<file path="src/hw/rtl/c3sr_pkg.sv">
// ----------------------------------------------------------------------------
// c3sr_pkg
// Shared constants, types and helpers of the 3x3 same-padding conv + ReLU.
// ----------------------------------------------------------------------------
package c3sr_pkg;

  localparam int MAX_SIZE   = 128;
  localparam int DATA_W     = 16;
  localparam int FRAC_BITS  = 8;
  localparam int WGT_W      = 16;
  localparam int TAPS       = 3;
  localparam int PS_W       = 8;
  localparam int ADDR_W     = $clog2(MAX_SIZE);
  localparam int SIZE_W     = $clog2(MAX_SIZE + 1);
  localparam int ENTRY_W    = 2 * DATA_W;
  localparam int KROW_W     = TAPS * WGT_W;
  localparam int PROD_W     = DATA_W + WGT_W;
  localparam int CFG_IDX_W  = 3;
  localparam int CFG_DATA_W = KROW_W;
  // power of two: the result FIFO pointers wrap on their own
  localparam int FIFO_DEPTH = 8;
  localparam int FIFO_PTR_W = $clog2(FIFO_DEPTH);
  localparam int CNT_W      = $clog2(FIFO_DEPTH + 1);

  localparam logic [CFG_IDX_W-1:0] REG_KERNEL_TOP = 3'd0;
  localparam logic [CFG_IDX_W-1:0] REG_KERNEL_MID = 3'd1;
  localparam logic [CFG_IDX_W-1:0] REG_KERNEL_BOT = 3'd2;
  localparam logic [CFG_IDX_W-1:0] REG_BIAS       = 3'd3;
  localparam logic [CFG_IDX_W-1:0] REG_PLANE_SIZE = 3'd4;

  localparam logic OP_PIXEL = 1'b0;
  localparam logic OP_DRAIN = 1'b1;

  // one column of the window: [0] top row, [1] middle, [2] bottom
  typedef logic [TAPS-1:0][DATA_W-1:0] col_t;

  // one convolution: px[ky][kx], kx 0 = left column
  typedef struct packed {
    logic [TAPS-1:0][TAPS-1:0][DATA_W-1:0] px;
    logic                                  run_end;
    logic                                  plane_end;
  } job_t;

  typedef struct packed {
    logic [DATA_W-1:0] feature;
    logic              run_end;
    logic              plane_end;
  } res_t;

  // plane side with zero read as one and large values clipped
  function automatic logic [SIZE_W-1:0] side_of(input logic [PS_W-1:0] ps);
    logic [SIZE_W-1:0] s;
    if (int'(ps) > MAX_SIZE) begin
      s = SIZE_W'(MAX_SIZE);
    end else if (ps == '0) begin
      s = SIZE_W'(1);
    end else begin
      s = SIZE_W'(ps);
    end
    return s;
  endfunction

  // floored product, kept modulo 2^DATA_W (only the low bits reach the output)
  function automatic logic [DATA_W-1:0] term_of(input logic [DATA_W-1:0] px,
                                                input logic [WGT_W-1:0]  wgt);
    logic signed [PROD_W-1:0] p;
    p = $signed(px) * $signed(wgt);
    return p[FRAC_BITS +: DATA_W];
  endfunction

endpackage

</file>
<file path="src/hw/rtl/c3sr_fifo.sv">
// ----------------------------------------------------------------------------
// c3sr_fifo
// Result queue between the MAC pipeline and the output channel.
// ----------------------------------------------------------------------------
module c3sr_fifo (
  input  logic            clk,
  input  logic            rst_n,
  input  logic            push,
  input  c3sr_pkg::res_t  din,
  output logic            out_valid,
  input  logic            out_ready,
  output c3sr_pkg::res_t  dout
);

  c3sr_pkg::res_t                    store_r [c3sr_pkg::FIFO_DEPTH];
  logic [c3sr_pkg::FIFO_PTR_W-1:0]   wr_ptr_r;
  logic [c3sr_pkg::FIFO_PTR_W-1:0]   rd_ptr_r;
  logic [c3sr_pkg::CNT_W-1:0]        fill_r;
  logic                              pop;

  assign out_valid = (fill_r != '0);
  assign dout      = store_r[rd_ptr_r];
  assign pop       = out_valid && out_ready;

  always_ff @(posedge clk) begin
    if (!rst_n) begin
      wr_ptr_r <= '0;
      rd_ptr_r <= '0;
      fill_r   <= '0;
    end else begin
      if (push) begin
        wr_ptr_r <= wr_ptr_r + c3sr_pkg::FIFO_PTR_W'(1);
      end
      if (pop) begin
        rd_ptr_r <= rd_ptr_r + c3sr_pkg::FIFO_PTR_W'(1);
      end
      fill_r <= fill_r + c3sr_pkg::CNT_W'(push) - c3sr_pkg::CNT_W'(pop);
    end
  end

  always_ff @(posedge clk) begin
    if (push) begin
      store_r[wr_ptr_r] <= din;
    end
  end

endmodule

</file>
<file path="config.mk">
export PLATFORM = sky130hd
export DESIGN_NAME = c3sr_fifo
export DESIGN_NICKNAME = d
export VERILOG_FILES = /design/src/hw/rtl/c3sr_pkg.sv /design/src/hw/rtl/c3sr_fifo.sv
export SDC_FILE = /design/constraint.sdc
export NUM_CORES = 1
export LEC_CHECK = 0
export BUFFER_PORTS_ARGS = -buffer_cell sky130_fd_sc_hd__buf_2
export CAP_MARGIN = 25
export CORE_MARGIN = 8
export CORE_UTILIZATION = 60
export CTS_CLUSTER_SIZE = 24
export DETAILED_ROUTE_END_ITERATION = 8
export HOLD_SLACK_MARGIN = 0.05
export PLACE_DENSITY = 0.75
export RECOVER_POWER = 25
export SYNTH_ARGS = -nofsm -noshare
export SYNTH_HDL_FRONTEND = slang
export SYNTH_SLANG_ARGS = --single-unit
</file>
<file path="constraint.sdc">
create_clock -name clk -period 2.9 [get_ports clk]
set_input_delay 0.725 -clock clk [delete_from_list [all_inputs] [get_ports clk]]
set_output_delay 0.725 -clock clk [all_outputs]
set_load 0.01 [all_outputs]
</file>
==> summary.log, run 1 <==
[logic_synthesis] share of synthesized flip-flops with an asynchronous set or reset 0
[logic_synthesis] FF+latch count, synth 157
[worst_setup_path] type of the worst setup path reg -> out
[logic_synthesis] Avg Inst Size Synth 22.19 um^2
[sta] setup repair after global routing missed its margin yes
[routing] final wirelength 11,320 um
[logic_synthesis] cell count after synthesis 280
[logic_synthesis] number of distinct standard cells referenced by the synthesized netlist 26
[floorplanning] die outline width 117.8 um
[final_layout] most common cell after layout, fill and taps aside sky130_fd_sc_hd__edfxtp_1
[sta] final critical-path setup slack 0.03850 ns
[global_routing] first-pass GRT wire length 16,710 um
[logic_synthesis] cell type with the highest aggregate area in the netlist sky130_fd_sc_hd__edfxtp_1
[final_layout] commonest cells after routing, fill and taps aside sky130_fd_sc_hd__edfxtp_1, sky130_fd_sc_hd__mux4_1, sky130_fd_sc_hd__buf_2
[sta] count of endpoints failing setup in the final report 0
[sta] headroom to the max-slew limit 0.5763
[worst_setup_path] CP max-delay cell sky130_fd_sc_hd__mux4_1
[logic_synthesis] sequential cell area fraction in the yosys report 0.7380
[sta] min Tclk post-route 2.862 ns
[cts] CTS Buf Count 17
[routing] Wirelength per Cell 22.63 um
[worst_setup_path] worst path arrival time 2.14 ns
[sta] Hold Violations, Final 0
[final_layout] utilization after layout 0.7201
[cts] H-tree Lvls 4
[logic_synthesis] nets in the synthesized netlist 309
[routing] router iterations before antenna repair 4
[global_routing] initial antenna violation count 0
[worst_setup_path] worst-path fanout max 10
[routing] overall via count from detail_route 2,879
[floorplanning] Site Rows 37
[flow_run] Max-Cap Viols 0
[logic_synthesis] number of flops mapped to enable cells by yosys 144
[routing] antenna-violating nets left 0
[cts] Root Buffer sky130_fd_sc_hd__clkbuf_8
[power] total power per unit cell area 776.6 nW/um^2
[cts] TritonCTS clock tree yes
[cts] setup bufs post-CTS 0
[hold_path] hold path startpoint din[12]
[worst_setup_path] worst path required time 2.17 ns
[cts] maximum buffer depth of the clock tree 2
[final_layout] count of antenna diodes in the layout 0
[worst_setup_path] startpoint type of the worst setup path flop
[floorplanning] area enclosed by the die boundary 13,870 um^2
[cts] clock latency on the worst-skew pair 0.52 ns
[logic_synthesis] fraction of post-synthesis cell area in the top cell type by area 0.6961
[floorplanning] initial cell density of the core 0.6100
[cts] count of clock tree sinks 157
[placed_design] worst slack after detailed placement 0.4800 ns
[routing] post-route DRC violation count 0
[run_status] status complete, no violations
[worst_setup_path] critical path cell sequence clkbuf_16 -> mux4_1 -> mux2_2 -> buf_2
[logic_synthesis] top post-synthesis cells by area sky130_fd_sc_hd__edfxtp_1, sky130_fd_sc_hd__mux4_1, sky130_fd_sc_hd__dfxtp_1
[routing] via-per-instance ratio 5.758
[final_layout] nets@finish 380
[global_routing] Tot GR Track Use 0.1614
[worst_setup_path] crit-path max cell delay 0.57 ns
[sta] transition time at the pin with the least slew margin 0.6332 ns
[final_layout] fraction of layout instances using a drive strength above 1 0.2912
[logic_synthesis] Main synth FF type sky130_fd_sc_hd__edfxtp_1
[final_layout] Layout area overhead 18.07%
[hold_path] Hold WC Path Type in -> reg
[global_routing] number of global-route vias before repair 2,996
[routing] initial detailed-routing violation count 194
[logic_synthesis] synthesis warning total 0
[cts] CTS clk-pin slew, worst paths 0.06 ns
[global_routing] pin count of the biggest net entering global routing 37
[placed_design] total of buffers placed on input and output ports 40
[placed_design] HPWL after DPL 6392 um
[floorplanning] y dimension of the die 117.8 um
[sta] crit share post-route 0.9867
[floorplanning] floorplan core area 10,180 um^2
[final_layout] final instance count without filler cells 500
[sta] max-slew violation count 0
[sta] max frequency 349.5 MHz
[global_routing] Remaining Overflow, GRT 0
[worst_setup_path] launching point of the worst reg2reg path fill_r[2]$_SDFF_PN0_
[cts] Post-CTS Hold Fix Bufs 0
[worst_setup_path] type of element capturing the critical path output pin
[floorplanning] number of top-level design ports 41
[power] Leak 2.545 nW
[sta] clock skew 0.007819 ns
[placed_design] weighted congestion reported at the end of routability-driven placement 0.7197
[power] peak ir drop on the vdd network 0.4438 mV
[placed_design] placed cell count 466
[logic_synthesis] post-synth design cell area 6212 um^2
-- cell families after synthesis --
group,share of synthesized area
flops,0.7380
mux,0.1994
fa+ha+maj,0.01531
simple gates,0.02659
xor+xnor,0.004230
compound gates,0.002014
buf+inv,0.01450
-- critical path, delay by kind of cell (launching register included) --
| kind | cells | cell delay [ns] |
|---|---|---|
| buf+inv | 2 | 0.34 |
| flops | 1 | 0.43 |
| mux | 2 | 0.85 |
-- area by class of cell --
class / count / area, um^2
multi-input combinational: 108 / 1540
fill: 632 / 2850
timing repair buffer: 63 / 435.4
tap: 136 / 170.2
clock buffer: 18 / 417.9
sequential: 157 / 4588
inverter: 4 / 15.01
clock inverter: 14 / 167.7
-- layer usage --
metal | vias to the layer above | track usage | routed length, um
li1 | 1318 | - | -
met1 | 1462 | 0.2013 | 4799
met2 | 84 | 0.2612 | 5696
met3 | 15 | 0.04173 | 608
met4 | 0 | 0.07446 | 212
met5 | - | 0 | 0
-- flip-flops by register name, summed over array words and instances, names as in the netlist, named ones only --
register  flops
rd_ptr_r      3
store_r     144
wr_ptr_r      3
fill_r        4
-- synth_stat cells (all sizes together), types with 3 or more instances --
| master | count |
|---|---|
| ha | 6 |
| dfxtp | 13 |
| and2 | 4 |
| mux2i | 9 |
| nand2 | 9 |
| nand2b | 6 |
| edfxtp | 144 |
| nor2 | 7 |
| inv | 4 |
| buf | 8 |
| mux2 | 18 |
| mux4 | 36 |
| clkbuf | 3 |
-- power by group --
group	switching, mW	internal [mW]
registers	0.0673	2.57
clock network	0.863	1.31
logic	0.399	0.486
total	1.33	4.37
-- final timing paths --
kind / endpoint / slack, ns / cells past startpoint
worst max-delay path: dout[6] / 0.04 / 4
worst min register to register: flop / 0.48 / 2
worst max register to register: fill_r[1]$_SDFF_PN0_ / 0.64 / 9
worst min-delay path: store_r[1][12]$_DFFE_PP_ / 0.48 / 1
-- per-stage QoR --
stage	hold slack, ns	setup TNS (ns)	power [mW]	instance area [um^2]
after floorplan	0.4555	0	3.248	6212
after detailed placement	0.4750	0	3.512	6689
after global routing	0.4763	-0.04253	5.916	7335
after CTS	0.4466	-0.07403	5.679	7282
after global placement	0.4642	0	3.494	6689
final	0.4833	0	5.696	7335
-- timing repair --
action                     in CTS  in global routing
cloned                          0                  2
gates resized for setup         2                  8
setup endpoints to repair      18                 14
(Power assumes the default switching activity.)
==> inputs of run 2 (changes only) <==
--- a/config.mk
+++ b/config.mk
@@ -5,14 +5,15 @@
 export SDC_FILE = /design/constraint.sdc
 export NUM_CORES = 1
 export LEC_CHECK = 0
+export ABC_AREA = 1
 export BUFFER_PORTS_ARGS = -buffer_cell sky130_fd_sc_hd__buf_2
 export CAP_MARGIN = 25
 export CORE_MARGIN = 8
-export CORE_UTILIZATION = 60
+export CORE_UTILIZATION = 61
 export CTS_CLUSTER_SIZE = 24
 export DETAILED_ROUTE_END_ITERATION = 8
 export HOLD_SLACK_MARGIN = 0.05
-export PLACE_DENSITY = 0.75
+export PLACE_DENSITY = 0.76
 export RECOVER_POWER = 25
 export SYNTH_ARGS = -nofsm -noshare
 export SYNTH_HDL_FRONTEND = slang
==> run 2 against run 1 <==
  * Clock skew down 0.00059 ns
  * Power up 10%
  * Sequential share of layout area down 4.2 points
  * Synthesized cell count rose to 2.5 times the previous value
  * Critical path type unchanged
  * Largest cell class unchanged
==> summary.log, run 2 <==
[run_status] status complete, no violations
[floorplanning] initial cell density of the core 0.6164
[cts] setup bufs post-CTS 0
[hold_path] hold path startpoint wr_ptr_r[0]$_SDFFE_PN0P_
[worst_setup_path] destination of the worst register-to-register timing path fill_r[2]$_SDFF_PN0_
[floorplanning] number of top-level design ports 41
[routing] via-per-instance ratio 5.125
[cts] count of clock tree sinks 157
[logic_synthesis] multiplexer share of the synthesized area 0
[placed_design] HPWL after DPL 7813 um
[logic_synthesis] nets in the synthesized netlist 739
[floorplanning] area enclosed by the die boundary 15,060 um^2
[hold_path] endpoint of the worst hold path wr_ptr_r[0]$_SDFFE_PN0P_
[logic_synthesis] cell count after synthesis 710
[final_layout] nets@finish 786
[final_layout] commonest cells after routing, fill and taps aside sky130_fd_sc_hd__nand2_1, sky130_fd_sc_hd__inv_1, sky130_fd_sc_hd__edfxtp_1
[logic_synthesis] Post-Synth Adder-Cell Area 0.01369
[logic_synthesis] leading post-synthesis cells by instance count sky130_fd_sc_hd__nand2_1, sky130_fd_sc_hd__inv_1, sky130_fd_sc_hd__edfxtp_1
[final_layout] most common cell after layout, fill and taps aside sky130_fd_sc_hd__nand2_1
[logic_synthesis] fraction of post-synthesis cell area in the top cell type by area 0.6224
[cts] CTS Buf Count 17
[sta] min Tclk post-route 2.588 ns
[hold_path] Hold Path Cell Cnt 2
[final_layout] max reg flops 144
[sta] setup repair after global routing missed its margin no
[floorplanning] Site Rows 39
[final_layout] combined area of the multi-input logic cells 1582 um^2
[worst_setup_path] crit-path leading delay family buffers and inverters
[worst_setup_path] most repeated library cell on the critical path sky130_fd_sc_hd__nand2_1
[global_routing] pin count of the biggest net entering global routing 73
[power] Leak 3.647 nW
[global_routing] Remaining Overflow, GRT 0
[routing] antenna-violating nets left 0
[sta] TNS Setup 0 ns
[cts] CTS clk-pin slew, worst paths 0.06 ns
[logic_synthesis] number of flops mapped to enable cells by yosys 144
[logic_synthesis] cell type with the highest aggregate area in the netlist sky130_fd_sc_hd__edfxtp_1
[sta] count of endpoints failing setup in the final report 0
[global_routing] first-pass GRT wire length 22,050 um
[floorplanning] die outline width 122.7 um
[final_layout] count of antenna diodes in the layout 0
[hold_path] Hold WC Path Type reg -> reg
[final_layout] register cell area after layout 4586 um^2
[power] total power per unit cell area 798.4 nW/um^2
[floorplanning] floorplan core area 11,270 um^2
[floorplanning] y dimension of the die 122.7 um
[cts] H-tree Lvls 4
[sta] headroom to the max-slew limit 0.5169
[final_layout] fraction of layout instances using a drive strength above 1 0.1079
[worst_setup_path] startpoint type of the worst setup path flop
[cts] TritonCTS clock tree yes
[cts] maximum buffer depth of the clock tree 2
[cts] Post-CTS Hold Fix Bufs 0
[sta] max-slew violation count 0
[final_layout] registers with the highest flip-flop counts store_r: 144 flops, fill_r: 4 flops
[logic_synthesis] number of distinct standard cells referenced by the synthesized netlist 19
[global_routing] initial antenna violation count 0
[sta] Hold Violations, Final 0
[worst_setup_path] critical path cell sequence clkinv_1 -> nand2_1 -> nand2_1 -> buf_2
[worst_setup_path] worst reg-to-reg setup slack 0.97 ns
[sta] crit share post-route 0.8926
[placed_design] total of buffers placed on input and output ports 40
[routing] Wirelength per Cell 15.16 um
[power] peak ir drop on the vdd network 0.4895 mV
[logic_synthesis] top post-synthesis cells by area sky130_fd_sc_hd__edfxtp_1, sky130_fd_sc_hd__nand2_1, sky130_fd_sc_hd__inv_1
[sta] max frequency 386.3 MHz
[global_routing] Tot GR Track Use 0.1952
[logic_synthesis] sequential cell area fraction in the yosys report 0.6598
[routing] overall via count from detail_route 4,674
[routing] router iterations before antenna repair 5
[sta] final critical-path setup slack 0.3116 ns
[worst_setup_path] CP max-delay cell sky130_fd_sc_hd__clkinv_1
[placed_design] worst slack after detailed placement 0.7303 ns
[logic_synthesis] xor and xnor area share after synthesis 0
[worst_setup_path] worst path arrival time 1.86 ns
[final_layout] Fill cells 780
[worst_setup_path] number of buffer and inverter stages on the critical path 2
[worst_setup_path] launching point of the worst reg2reg path fill_r[2]$_SDFF_PN0_
[logic_synthesis] post-synth design cell area 6948 um^2
[logic_synthesis] main combinational cell family by area after synthesis simple AND/OR/NAND/NOR gates
[routing] initial detailed-routing violation count 482
[global_routing] number of global-route vias before repair 4,522
[final_layout] register bank with the most flops store_r
[worst_setup_path] type of element capturing the critical path output pin
[final_layout] Layout area overhead 13.07%
[placed_design] weighted congestion reported at the end of routability-driven placement 0.7712
[worst_setup_path] worst path required time 2.17 ns
[worst_setup_path] Worst R2R Path Depth 10
[logic_synthesis] synthesis warning total 0
[flow_run] Max-Cap Viols 0
[routing] post-route DRC violation count 0
[logic_synthesis] most frequent cell after synthesis sky130_fd_sc_hd__nand2_1
[cts] clock latency on the worst-skew pair 0.42 ns
[logic_synthesis] Synth Area in Compound Gates 0.008644
[sta] transition time at the pin with the least slew margin 0.7202 ns
[sta] clock skew 0.007226 ns
[logic_synthesis] Avg Inst Size Synth 9.786 um^2
[logic_synthesis] FF+latch count, synth 157
[worst_setup_path] crit-path max cell delay 0.57 ns
[cts] Root Buffer sky130_fd_sc_hd__clkbuf_16
[routing] final wirelength 13,830 um
[logic_synthesis] Post-Synth Simple-Gate Area 0.2024
[logic_synthesis] Main synth FF type sky130_fd_sc_hd__edfxtp_1
[worst_setup_path] worst-path fanout max 18
[cts] Post-CTS Resized 0
[logic_synthesis] share of synthesized flip-flops with an asynchronous set or reset 0
[worst_setup_path] type of the worst setup path reg -> out
==> run 2: cell count changes after synthesis, sizes merged, moves of 6 or more <==
cell	before	now
buf	8	24
nand2	9	249
mux4	36	0
inv	4	161
mux2i	9	0
a21oi	1	8
nand3	1	78
nand2b	6	0
mux2	18	0
nor2	7	17
==> run 2: kinds of logic (layout without fill, tap and decap cells) <==
kind of cell             Yosys count  after routing
AND/OR/NAND/NOR                  346            346
buffers and inverters            188            247
flip-flops                       157            157
AO/OA/AOI/OAI                     12             12
adder cells (fa/ha/maj)            7              7
==> run 2: power by group <==
part           leakage [nW]  internal, mW  total [mW]  switching, mW
clock                 0.292          1.43        2.26          0.834
sequential             1.42          2.57        2.61         0.0451
combinational          1.94         0.467        1.40          0.933
==> run 2: metrics by stage <==
step	std cells	utilization	hold slack (ns)	power, mW	cell area (um^2)
after floorplan	710	-	0.4645	3.680	6948
after global placement	881	0.6447	0.4783	3.993	7267
after detailed placement	881	0.6447	0.4873	4.063	7267
after CTS	912	0.6983	0.4967	6.297	7871
after global routing	912	0.6970	0.5422	6.564	7856
final	912	0.6970	0.4995	6.272	7856
==> run 2: per-layer routing <==
| layer | wire [um] | vias up | track usage |
|---|---|---|---|
| met5 | 0 | - | 0 |
| met4 | 167 | 0 | 0.07464 |
| met3 | 1000 | 19 | 0.05566 |
| met2 | 6934 | 145 | 0.3252 |
| met1 | 5726 | 2217 | 0.2366 |
| li1 | - | 2293 | - |
==> run 2: worst max-delay path by stage <==
stage	slack, ns	to	start	cells past startpoint
after CTS	0.28	dout[3]	flop	4
final	0.31	dout[3]	flop	4
after floorplan	0.64	store_r[0][0]$_DFFE_PP_	push	3
after global routing	0.19	dout[3]	flop	4
after global placement	0.84	dout[2]	flop	4
after detailed placement	0.73	dout[3]	flop	4
==> run 2: cell type report <==
cell class,count,share of cell area
clock inverters,12,0.02182
well taps,143,0.02277
clock buffers,19,0.05510
repair buffers,54,0.03695
inverters,162,0.07836
multi-input cells,365,0.2013
flip-flops and latches,157,0.5837
==> run 2: worst register-to-register path: cells and delay by family (launching register included) <==
kind	cells	cell delay [ns]
buffers and inverters	2	0.11
and+or+nand+nor	2	0.30
adders and majority gates	3	0.77
AOI/OAI and AO/OA	3	0.33
DFF	1	0.31
==> inputs of run 3 (changes only) <==
--- a/config.mk
+++ b/config.mk
@@ -9,11 +9,11 @@
 export BUFFER_PORTS_ARGS = -buffer_cell sky130_fd_sc_hd__buf_2
 export CAP_MARGIN = 25
 export CORE_MARGIN = 8
-export CORE_UTILIZATION = 61
+export CORE_UTILIZATION = 45
 export CTS_CLUSTER_SIZE = 24
 export DETAILED_ROUTE_END_ITERATION = 8
 export HOLD_SLACK_MARGIN = 0.05
-export PLACE_DENSITY = 0.76
+export PLACE_DENSITY = 0.58
 export RECOVER_POWER = 25
 export SYNTH_ARGS = -nofsm -noshare
 export SYNTH_HDL_FRONTEND = slang
==> run 3 against run 2 <==
  * Sequential power about the same
  * Critical path depth increased by 3
  * Wire length increased by 6.8%
  * Global-route usage decreased by 3.6 points
  * Die area increased by 31%
  * Combinational power about the same
  * Highest routed layer is now met5
  * Register-to-register slack about the same
  * Utilization decreased by 17 points
==> summary.log, run 3 (synthesized netlist as in run 2, its figures left out) <==
[final_layout] nets@finish 790
[power] peak ir drop on the vdd network 0.4230 mV
[global_routing] first-pass GRT wire length 23,760 um
[final_layout] Layout area overhead 15.04%
[sta] clock skew 0.003771 ns
[cts] TritonCTS clock tree yes
[placed_design] total of buffers placed on input and output ports 40
[worst_setup_path] type of element capturing the critical path output pin
[sta] max frequency 375.2 MHz
[final_layout] Fill cells 1,321
[final_layout] combined area of the multi-input logic cells 1582 um^2
[final_layout] max reg flops 144
[placed_design] weighted congestion reported at the end of routability-driven placement 0.8628
[floorplanning] area enclosed by the die boundary 19,670 um^2
[worst_setup_path] launching point of the worst reg2reg path fill_r[2]$_SDFF_PN0_
[cts] count of clock tree sinks 157
[cts] CTS clk-pin slew, worst paths 0.06 ns
[flow_run] Max-Cap Viols 0
[final_layout] final instance count without filler cells 962
[cts] Post-CTS Hold Fix Bufs 0
[sta] final critical-path setup slack 0.2345 ns
[cts] Post-CTS Resized 0
[hold_path] Hold WC Path Type reg -> reg
[global_routing] initial antenna violation count 1
[worst_setup_path] type of the worst setup path reg -> out
[final_layout] register bank with the most flops store_r
[sta] min Tclk post-route 2.666 ns
[sta] TNS Setup 0 ns
[routing] initial detailed-routing violation count 371
[routing] Wirelength per Cell 15.35 um
[sta] max-slew violation count 0
[global_routing] number of global-route vias before repair 4,515
[worst_setup_path] worst reg-to-reg setup slack 0.98 ns
[final_layout] final std cell area, no fill 7993 um^2
[placed_design] worst slack after detailed placement 0.7198 ns
[sta] final hold slack 0.5080 ns
[sta] crit share post-route 0.9191
[worst_setup_path] startpoint type of the worst setup path flop
[floorplanning] floorplan core area 15,150 um^2
[placed_design] post-place instance area 7378 um^2
[cts] maximum buffer depth of the clock tree 2
[routing] antenna-violating nets left 0
[sta] headroom to the max-slew limit 0.6323
[cts] H-tree Lvls 4
[final_layout] register cell area after layout 4586 um^2
[worst_setup_path] destination of the worst register-to-register timing path fill_r[2]$_SDFF_PN0_
[routing] overall via count from detail_route 4,583
[cts] Root Buffer sky130_fd_sc_hd__clkbuf_16
[final_layout] registers with the highest flip-flop counts store_r: 144 flops, fill_r: 4 flops
[final_layout] most common cell after layout, fill and taps aside sky130_fd_sc_hd__nand2_1
[cts] clock latency on the worst-skew pair 0.41 ns
[final_layout] commonest cells after routing, fill and taps aside sky130_fd_sc_hd__nand2_1, sky130_fd_sc_hd__inv_1, sky130_fd_sc_hd__edfxtp_1
[floorplanning] die outline width 140.3 um
[cts] CTS Buf Count 17
[routing] router iterations before antenna repair 4
[routing] via-per-instance ratio 4.764
[sta] count of endpoints failing setup in the final report 0
[hold_path] Hold Path Cell Cnt 2
[routing] final wirelength 14,770 um
[floorplanning] Site Rows 45
[sta] Hold Violations, Final 0
[floorplanning] number of top-level design ports 41
[global_routing] Remaining Overflow, GRT 0
[cts] setup bufs post-CTS 0
[placed_design] placed cell count 930
[worst_setup_path] worst path required time 2.17 ns
[final_layout] fraction of layout instances using a drive strength above 1 0.1176
[sta] transition time at the pin with the least slew margin 0.5516 ns
[power] Leak 3.692 nW
[worst_setup_path] worst-path fanout max 44
[routing] post-route DRC violation count 0
[sta] setup repair after global routing missed its margin no
[power] total power per unit cell area 796.3 nW/um^2
[floorplanning] y dimension of the die 140.3 um
[placed_design] HPWL after DPL 8696 um
[floorplanning] initial cell density of the core 0.4587
[global_routing] Tot GR Track Use 0.1591
[final_layout] count of antenna diodes in the layout 0
[worst_setup_path] Worst R2R Path Depth 10
[hold_path] hold path startpoint rd_ptr_r[2]$_SDFFE_PN0P_
[global_routing] pin count of the biggest net entering global routing 73
[worst_setup_path] worst path arrival time 1.94 ns
[run_status] status complete, no violations
run 3: where the power goes:
part / internal, mW / switching, mW / total (mW) / leakage (nW)
sequential: 2.56 / 0.0478 / 2.61 / 1.42
clock: 1.51 / 0.843 / 2.36 / 0.307
combinational: 0.467 / 0.929 / 1.40 / 1.97
run 3: layout make-up:
cell class                 count  share of cell area
timing repair buffer          58             0.04336
multi-input combinational    365              0.1979
clock inverter                14             0.02489
sequential                   157              0.5737
clock buffer                  18             0.05369
tap                          188             0.02943
inverter                     162             0.07702
run 3: how the worst max path moves through the flow:
stage | start | end | slack (ns) | cells past startpoint
floorplan | push | store_r[0][0]$_DFFE_PP_ | 0.64 | 3
finish | flop | dout[14] | 0.23 | 7
global route | flop | dout[14] | 0.11 | 7
detailed placement | flop | dout[1] | 0.72 | 7
CTS | flop | dout[14] | 0.20 | 7
global placement | flop | dout[1] | 0.73 | 7
run 3: through the flow:
step	power, mW	util
floorplan	3.680	-
global placement	4.032	0.4872
detailed placement	4.067	0.4872
CTS	6.426	0.5286
global route	6.726	0.5277
finish	6.365	0.5277
run 3: metal layers:
metal / GRT usage / vias up / share of wire
met1: 0.1991 / 2185 / 0.47
met4: 0.06800 / 2 / 0.015
li1: - / 2305 / -
met2: 0.2561 / 75 / 0.48
met3: 0.04179 / 16 / 0.034
met5: 0 / - / 0.00068
run 3: worst max-delay path, cell delays in order (launching register included):
cell and delay (ns):
sky130_fd_sc_hd__dfxtp_2 0.44, sky130_fd_sc_hd__buf_4 0.47, sky130_fd_sc_hd__nand2_1 0.13, sky130_fd_sc_hd__nand3_1 0.13, sky130_fd_sc_hd__nand2_1 0.08, sky130_fd_sc_hd__nand2_1 0.07, sky130_fd_sc_hd__nand2_1 0.06, sky130_fd_sc_hd__buf_2 0.13
